==> src/rtl/core/mlac_pkg.sv <==
// ---------------------------------------------------------------------------
// mlac_pkg
// Shared constants, types and register indexes of the lagged autocovariance
// engine.
// ---------------------------------------------------------------------------
package mlac_pkg;

   localparam int DefMaxRows   = 8;
   localparam int DefMaxCols   = 8;
   localparam int DefMaxSlices = 64;

   localparam int SampleW = 16;
   localparam int AccW    = 48;
   localparam int EntryW  = 32;
   localparam int CsrW    = 7;
   localparam int CsrIdxW = 2;

   localparam logic [CsrIdxW-1:0] CsrRows   = 2'd0;
   localparam logic [CsrIdxW-1:0] CsrCols   = 2'd1;
   localparam logic [CsrIdxW-1:0] CsrSlices = 2'd2;
   localparam logic [CsrIdxW-1:0] CsrLag    = 2'd3;

   typedef enum logic [2:0] {
      ST_LOAD,
      ST_MAC,
      ST_DRAIN,
      ST_DIV,
      ST_EMIT
   } state_type;

   // Handshake between the sequencer and the shared divider.
   typedef struct packed {
      logic start;
      logic busy;
      logic done;
   } div_ctrl_type;

endpackage

==> src/rtl/core/mlac_div.sv <==
// ---------------------------------------------------------------------------
// mlac_div
// Restoring divider, one quotient bit per cycle. Signed dividend, positive
// divisor, quotient truncated toward zero.
// ---------------------------------------------------------------------------
module mlac_div (
   input  logic                      clock,
   input  logic                      reset,
   input  logic                      start,
   input  logic [mlac_pkg::AccW-1:0] dividend,
   input  logic [15:0]               divisor,
   output mlac_pkg::div_ctrl_type    ctrl,
   output logic [mlac_pkg::AccW-1:0] quotient
);
   import mlac_pkg::*;

   localparam int CntW = $clog2(AccW + 1);

   logic [AccW-1:0] quo_ff, quo_in;
   logic [16:0]     rem_ff, rem_in;
   logic [15:0]     dvs_ff, dvs_in;
   logic            neg_ff, neg_in;
   logic [CntW-1:0] cnt_ff, cnt_in;
   logic            busy_ff, busy_in;
   logic            done_ff, done_in;
   logic [17:0]     trial;

   // One shift-subtract step per cycle over the dividend magnitude.
   always_comb begin
      quo_in  = quo_ff;
      rem_in  = rem_ff;
      dvs_in  = dvs_ff;
      neg_in  = neg_ff;
      cnt_in  = cnt_ff;
      busy_in = busy_ff;
      done_in = 1'b0;
      trial   = '0;
      if (start) begin
         neg_in  = dividend[AccW-1];
         quo_in  = dividend[AccW-1] ? (~dividend + 1'b1) : dividend;
         rem_in  = '0;
         dvs_in  = divisor;
         cnt_in  = CntW'(AccW);
         busy_in = 1'b1;
      end else if (busy_ff) begin
         trial = {rem_ff, quo_ff[AccW-1]} - {2'b00, dvs_ff};
         if (!trial[17]) begin
            rem_in = trial[16:0];
            quo_in = {quo_ff[AccW-2:0], 1'b1};
         end else begin
            rem_in = {rem_ff[15:0], quo_ff[AccW-1]};
            quo_in = {quo_ff[AccW-2:0], 1'b0};
         end
         cnt_in = cnt_ff - 1'b1;
         if (cnt_ff == CntW'(1)) begin
            busy_in = 1'b0;
            done_in = 1'b1;
            if (neg_ff) begin
               quo_in = ~quo_in + 1'b1;
            end
         end
      end
   end

   always_ff @(posedge clock) begin
      if (reset) begin
         busy_ff <= 1'b0;
         done_ff <= 1'b0;
         cnt_ff  <= '0;
      end else begin
         busy_ff <= busy_in;
         done_ff <= done_in;
         cnt_ff  <= cnt_in;
      end
      quo_ff <= quo_in;
      rem_ff <= rem_in;
      dvs_ff <= dvs_in;
      neg_ff <= neg_in;
   end

   assign ctrl.start = start;
   assign ctrl.busy  = busy_ff;
   assign ctrl.done  = done_ff;
   assign quotient   = quo_ff;

endmodule

==> config.mk <==
export PLATFORM = sky130hd
export DESIGN_NAME = mlac_div
export DESIGN_NICKNAME = d
export VERILOG_FILES = /design/src/rtl/core/mlac_pkg.sv /design/src/rtl/core/mlac_div.sv
export SDC_FILE = /design/constraint.sdc
export NUM_CORES = 1
export LEC_CHECK = 0
export ABC_AREA = 1
export BUFFER_PORTS_ARGS = -buffer_cell sky130_fd_sc_hd__clkbuf_2
export CORE_AREA = 4 4 131 133
export DETAILED_ROUTE_END_ITERATION = 12
export DIE_AREA = 0 0 135 137
export GPL_ROUTABILITY_DRIVEN = 0
export PLACE_DENSITY = 0.69
export SLEW_MARGIN = 10
export SYNTH_ARGS = -nofsm -noshare
export SYNTH_HDL_FRONTEND = slang
export SYNTH_SLANG_ARGS = --single-unit
==> constraint.sdc <==
create_clock -name clock -period 10.2 [get_ports clock]
set_clock_uncertainty 0.15 [all_clocks]
set_input_delay 2.04 -clock clock [delete_from_list [all_inputs] [get_ports clock]]
set_output_delay 2.04 -clock clock [all_outputs]
set_load 0.02 [all_outputs]
==> flow_summary.json, run 1 <==
{
  "status": "finished, final reports clean",
  "drc_errors": 0,
  "grt-ovfl-total": 0,
  "slew_headroom_pct": 33.8,
  "final-setup-viol-count": 0,
  "tightestPinTransition_ns": 0.990,
  "cts_num_sinks": 90,
  "async_flop_share_pct": 0,
  "synth_cell_type_count": 56,
  "synthTopCellsByArea": "edfxtp_1 (26%), nand2_1 (12%), dfxtp_1 (6.6%)",
  "synth_top_cell_by_area": "edfxtp_1",
  "synth_fp_nets": 1163,
  "power.share.combinational_pct": 29.7,
  "ys.flop_type": "edfxtp_1",
  "cts_buffers": 9,
  "avgSynthCellArea_um2": 7.02,
  "coreArea_mm2": 0.0158,
  "crit_top_cell": "clkbuf_2",
  "grt_pass1_wl_mm": 35.6,
  "path_class": "primary input to primary output",
  "switching_power_w": 0.000420,
  "worst_setup_path_start_kind": "primary input",
  "setup_tns_ns": 0,
  "p_seq_share_pct": 41.5,
  "final_max_slew_viol_count": 0,
  "final_antenna_net_count": 0,
  "period_needed_ns": 4.47,
  "power.internal_w": 0.000756,
  "drive_gt1_share_pct": 18.6,
  "post-cts-setup-buffers": 0,
  "diodes": 0,
  "wl_mm": 22.2,
  "peakVddDrop_mv": 0.0603,
  "syn_area_mm2": 0.00754,
  "seq_area_mm2": 0.00245,
  "firstDrtPassIters": 5,
  "synth-xor-area-share_pct": 2.21,
  "crit_required_ns": 8.01,
  "post_cts_resized": 0,
  "dp_hpwl_mm": 16.8,
  "synthAdderAreaFrac_pct": 3.58,
  "die_h_um": 137,
  "clkSlewWorstSetupHoldPaths_ns": 0.06,
  "synth_edf_count": 65,
  "whs_ns": 0.336,
  "synth_most_common_cell": "nand2_1",
  "crit_chain": "clkbuf_2 > clkbuf_2",
  "max_clock_freq_mhz": 223,
  "synth_common_cells": "nand2_1 (234), nor2_1 (133), inv_1 (130), o21ai_0 (74)",
  "synth_cells": 1075,
  "hold_buffers": 0,
  "yosys_warnings": 0,
  "via_per_inst": 5.45,
  "wire_per_inst_um": 15.9,
  "via_count": 7619,
  "ys_seq_area_share_pct": 32.5,
  "path_depth": 2,
  "layout.nets": 1265,
  "cts_tree": "yes",
  "swShare_pct": 35.7,
  "die_area_mm2": 0.0185,
  "htree_levels": 3,
  "clkPwrFrac_pct": 28.8,
  "crit_path_max_incr_delay_ns": 0.16,
  "multiInputGateArea_mm2": 0.00439,
  "cts_root_buf": "clkbuf_16",
  "synth_seq_cells": 90,
  "worst_hold_path_type": "register to register",
  "worstHoldPathCells": 2,
  "grt_max_degree": 67,
  "start_util_pct": 47.7,
  "pin_count": 118,
  "pwr_density_cell_mw_per_mm2": 137,
  "worstSetupEndpointType": "primary output",
  "track_usage_pct": 23.9,
  "cap_violations": 0,
  "placementRows": 46,
  "die_w_um": 135,
  "drtIter0Drc": 793,
  "crit_buf_inv": 2,
  "reg2regPathDepth": 23,
  "io_buffers": 117,
  "synth_top_area_share_pct": 25.9,
  "clk_path_buf_depth": 2,
  "rsz0062_at_grt": "no",
  "antenna_found_initial": 0,
  "critical_path.top_delay_family": "buffers and inverters",
  "synth_top_family_by_area": "simple AND/OR/NAND/NOR gates",
  "hold_viol_final": 0,
  "clock_latency_ns": 0.35,
  "crit_slowest_cell": "clkbuf_2",
  "fin_crit_sh_pct": 43.9,
  "cp_data_arrival_time_ns": 2.28,
  "yosys.area_share.simple_pct": 34.3,
  "muxShareOfSynthArea_pct": 0,
  "synth_compound_area_share_pct": 18.2,
  "fillerInstances": 1581,
  "path_max_fanout": 2,
  "syn2layout_area_growth_pct": 13.6,
  "grt_pass1_vias": 7111,
  "leakage_nw": 3.90
}
==> cells in the final DEF (no fill, tap or decap), drive strengths merged, types with 2 or more instances in the layout <==
master and instances:
a211oi 3, a21oi 71, a31o 2, a31oi 4
a32o 8, and2 2, buf 5, clkbuf 130
clkinv 4, dfxtp 25, edfxtp 65, ha 20
inv 142, nand2 248, nand3 72, nand3b 3
nand4 21, nor2 143, nor3 31, nor3b 2
nor4 12, o211ai 8, o21ai 103, o21bai 4
o22ai 13, o32ai 3, o41ai 3, or2 9
xnor2 9, xor2 10
==> layer usage <==
layer  global-route usage (%)  vias up  wire length, um  share of wire, %
met1                     32.9     3412             9770                44
met3                     3.64       26             1910               8.6
li1                         -     3851                -                 -
met4                     7.95        0              459               2.1
met5                        0        -                0                 0
met2                     38.5      330            10100                45
==> path summary, 6_finish.rpt <==
| check | startpoint | to | slack (ns) |
|---|---|---|---|
| worst max-delay path | start | ctrl[2] | 5.73 |
| worst min-delay path | rem_ff[11]$_SDFFE_PP0P_ | rem_ff[11]$_SDFFE_PP0P_ | 0.34 |
| worst max register to register | dvs_ff[12]$_DFFE_PP_ | quotient[42]$_DFFE_PP_ | 5.99 |
| worst min register to register | rem_ff[11]$_SDFFE_PP0P_ | rem_ff[11]$_SDFFE_PP0P_ | 0.34 |
==> cells by family (layout without fill, tap and decap cells) <==
kind of cell,Yosys count,count (layout)
adder cells (fa/ha/maj),21,21
buffers and inverters,175,282
flip-flops,90,90
XOR/XNOR,19,19
AND/OR/NAND/NOR,544,544
AO/OA/AOI/OAI,226,226
==> stage by stage <==
stage               cells  power, W  setup slack [ns]  instance area, um2  utilization, %
finish               1398   0.00118              5.73                8570            54.2
global route         1398   0.00124              5.60                8570            54.2
CTS                  1398   0.00118              5.72                8570            54.2
detailed placement   1382  0.000840              5.72                8280            52.3
global placement     1382  0.000837              5.72                8280            52.3
floorplan            1075  0.000731              5.84                7540               -
==> power groups by stage <==
stage	logic [W]	clock network (W)	registers, W
6_report	0.000350	0.000338	0.000488
5_1_grt	0.000392	0.000354	0.000493
4_1_cts	0.000348	0.000342	0.000487
2_1_floorplan	0.000224	0	0.000507
3_3_place_gp	0.000342	0	0.000495
3_5_place_dp	0.000346	0	0.000495
==> worst reg2reg max path: stages, from the launching register on <==
cell      delay, ns
edfxtp_1       0.32
inv_1          0.04
ha_1           0.32
a21oi_1        0.21
nand2_1        0.12
a21oi_2        0.25
nand2_2        0.08
nand2_2        0.13
nand2_4        0.20
inv_2          0.24
ha_1           0.29
nand3_4        0.13
nor2_4         0.21
nand2_2        0.10
nor3_4         0.13
nand2_2        0.09
o21ai_4        0.20
nand2_4        0.11
a21oi_4        0.19
nand2_1        0.10
nor2_1         0.09
nor2_1         0.04
nand2_1        0.14
nand2_1        0.07
==> sequential cells by signal (all words and copies together), names as in the netlist <==
name	count
busy_ff	1
dvs_ff	16
neg_ff	1
done_ff	1
cnt_ff	6
rem_ff	17
quotient	48
==> area by class of cell <==
cell class | count | area share (%)
multi-input cells | 810 | 51.3
repair buffers | 122 | 7.27
inverters | 144 | 6.32
flip-flops and latches | 90 | 28.6
clock buffers | 13 | 2.92
clock inverters | 3 | 0.467
well taps | 216 | 3.15
Note: power is estimated with default switching activity, not from simulation.
==> run 2: changes to the inputs <==
--- a/config.mk
+++ b/config.mk
@@ -11,7 +11,7 @@
 export DETAILED_ROUTE_END_ITERATION = 12
 export DIE_AREA = 0 0 135 137
 export GPL_ROUTABILITY_DRIVEN = 0
-export PLACE_DENSITY = 0.69
+export PLACE_DENSITY = 0.72
 export SLEW_MARGIN = 10
 export SYNTH_ARGS = -nofsm -noshare
 export SYNTH_HDL_FRONTEND = slang
==> constraint.sdc (replaced) <==
create_clock -name clock -period 4.1 [get_ports clock]
set_clock_uncertainty 0.15 [all_clocks]
set_input_delay 0.82 -clock clock [delete_from_list [all_inputs] [get_ports clock]]
set_output_delay 0.82 -clock clock [all_outputs]
set_load 0.02 [all_outputs]
==> run 2 against run 1 <==
  * Routed wire length grew 1.7%
  * Count of clock-buffer cells in the layout is the same
  * Worst setup slack lost 5.3 ns
==> flow_summary.json, run 2 (same netlist as run 1, synthesis figures left out) <==
{
  "status": "finished, final reports clean",
  "cts_tree": "yes",
  "final_antenna_net_count": 0,
  "cap_violations": 0,
  "multiInputGateArea_mm2": 0.00441,
  "clk_path_buf_depth": 2,
  "crit_buf_inv": 2,
  "drtIter0Drc": 733,
  "grt_pass1_wl_mm": 35.9,
  "htree_levels": 3,
  "placementRows": 46,
  "clock_latency_ns": 0.36,
  "place_ws_ns": 0.376,
  "dp_hpwl_mm": 17.3,
  "path_depth": 21,
  "cts_num_sinks": 90,
  "start_util_pct": 47.7,
  "wl_mm": 22.6,
  "via_count": 7725,
  "crit_slowest_cell": "edfxtp_1",
  "grt_pass1_vias": 7020,
  "io_buffers": 117,
  "coreArea_mm2": 0.0158,
  "die_h_um": 137,
  "path_max_fanout": 9,
  "worst_setup_path_start_kind": "register",
  "via_per_inst": 5.51,
  "antenna_found_initial": 0,
  "leakage_nw": 3.90,
  "reg2regPathDepth": 21,
  "final_cell_mix": "nand2_1 (234), nor2_1 (133), inv_1 (128), clkbuf_2 (117), o21ai_0 (74)",
  "crit_top_cell": "nand2_2",
  "final-setup-viol-count": 0,
  "pwr_density_cell_mw_per_mm2": 334,
  "largest_register_ffs": 48,
  "crit_required_ns": 4.04,
  "drc_errors": 0,
  "fin_ws_ns": 0.396,
  "path_class": "register to register",
  "grt_max_degree": 56,
  "fillerInstances": 1525,
  "final_max_slew_viol_count": 0,
  "fin_crit_sh_pct": 90.3,
  "slew_headroom_pct": 54.8,
  "max_clock_freq_mhz": 270,
  "period_needed_ns": 3.70,
  "cts_buffers": 9,
  "setup_tns_ns": 0,
  "track_usage_pct": 24.6,
  "worstSetupEndpointType": "register",
  "clkSlewWorstSetupHoldPaths_ns": 0.06,
  "critical_path.top_delay_family": "compound AO/OA/AOI/OAI gates",
  "hold_viol_final": 0,
  "drive_gt1_share_pct": 18.8,
  "grt-ovfl-total": 0,
  "syn2layout_area_growth_pct": 13.8,
  "cp_data_arrival_time_ns": 3.64,
  "layout.nets": 1268,
  "die_w_um": 135,
  "seq_area_mm2": 0.00245,
  "peakVddDrop_mv": 0.225,
  "crit_chain": "inv_1 > ha_1 > a21oi_1 > nand2_1 > a21oi_2 > nand2_2 > nand2_2 > nand2_4 > inv_2 > ha_4 > nand3_4 > nor2_4 > nand2_2 > nor3_4 > nand2_2 > o21ai_4 > nand2_4 > a21oi_4 > a21oi_1 > o21ai_0 > o21ai_0",
  "firstDrtPassIters": 6,
  "wire_per_inst_um": 16.1,
  "pin_count": 118,
  "diodes": 0,
  "crit_path_max_incr_delay_ns": 0.36,
  "layout_commonest_cell": "nand2_1",
  "worst_hold_path_type": "register to register",
  "rsz0062_at_grt": "no",
  "die_area_mm2": 0.0185,
  "tightestPinTransition_ns": 0.678,
  "worstHoldPathCells": 2,
  "cts_root_buf": "clkbuf_16"
}
-- run 2: final cells by class --
type | count | share of cell area (%)
Clock buffer | 13 | 2.80
Clock inverter | 3 | 0.204
Inverter | 144 | 6.31
Multi-Input combinational cell | 810 | 51.3
Sequential cell | 90 | 28.6
Tap cell | 216 | 3.15
Timing Repair Buffer | 125 | 7.66
-- run 2: power by group --
part	total [W]	internal [W]	switching [W]	leakage, nW
sequential	0.00121	0.00110	0.000116	0.861
clock	0.000762	0.000410	0.000352	0.124
combinational	0.000891	0.000306	0.000585	2.91
-- run 2: per-stage QoR --
stage	total power (W)	cell area (um2)	utilization, %	hold WS, ns	cells
after floorplan	0.00182	7540	-	0.299	1075
after global placement	0.00209	8320	52.5	0.312	1385
after detailed placement	0.00210	8320	52.5	0.320	1385
after CTS	0.00286	8570	54.2	0.338	1401
after global routing	0.00303	8590	54.3	0.358	1401
final	0.00286	8590	54.3	0.337	1401
-- run 2: what timing repair did --
action / CTS / global route
gates resized for setup: 0 / 2
buffers inserted: 0 / 0
setup endpoints to repair: 0 / 2
hold buffers: 0 / 0
-- run 2: per-layer routing --
layer  track usage [%]  part of all wire, %
met5                 0                    0
met4              7.89                  2.2
met3              3.35                  7.7
met2              39.4                   46
met1              34.5                   45
-- run 2: final timing paths --
| check | endpoint | start | slack (ns) |
|---|---|---|---|
| worst max-delay path | quotient[30]$_DFFE_PP_ | dvs_ff[12]$_DFFE_PP_ | 0.40 |
| worst min-delay path | rem_ff[11]$_SDFFE_PP0P_ | rem_ff[11]$_SDFFE_PP0P_ | 0.34 |
| worst min register to register | rem_ff[11]$_SDFFE_PP0P_ | rem_ff[11]$_SDFFE_PP0P_ | 0.34 |
| worst max register to register | quotient[30]$_DFFE_PP_ | dvs_ff[12]$_DFFE_PP_ | 0.40 |
-- run 2: tightest hold or removal path, stage by stage, from the launching register on --
cell and delay (ns):
dfxtp_1 0.33, nand2_1 0.07, nand2_1 0.05
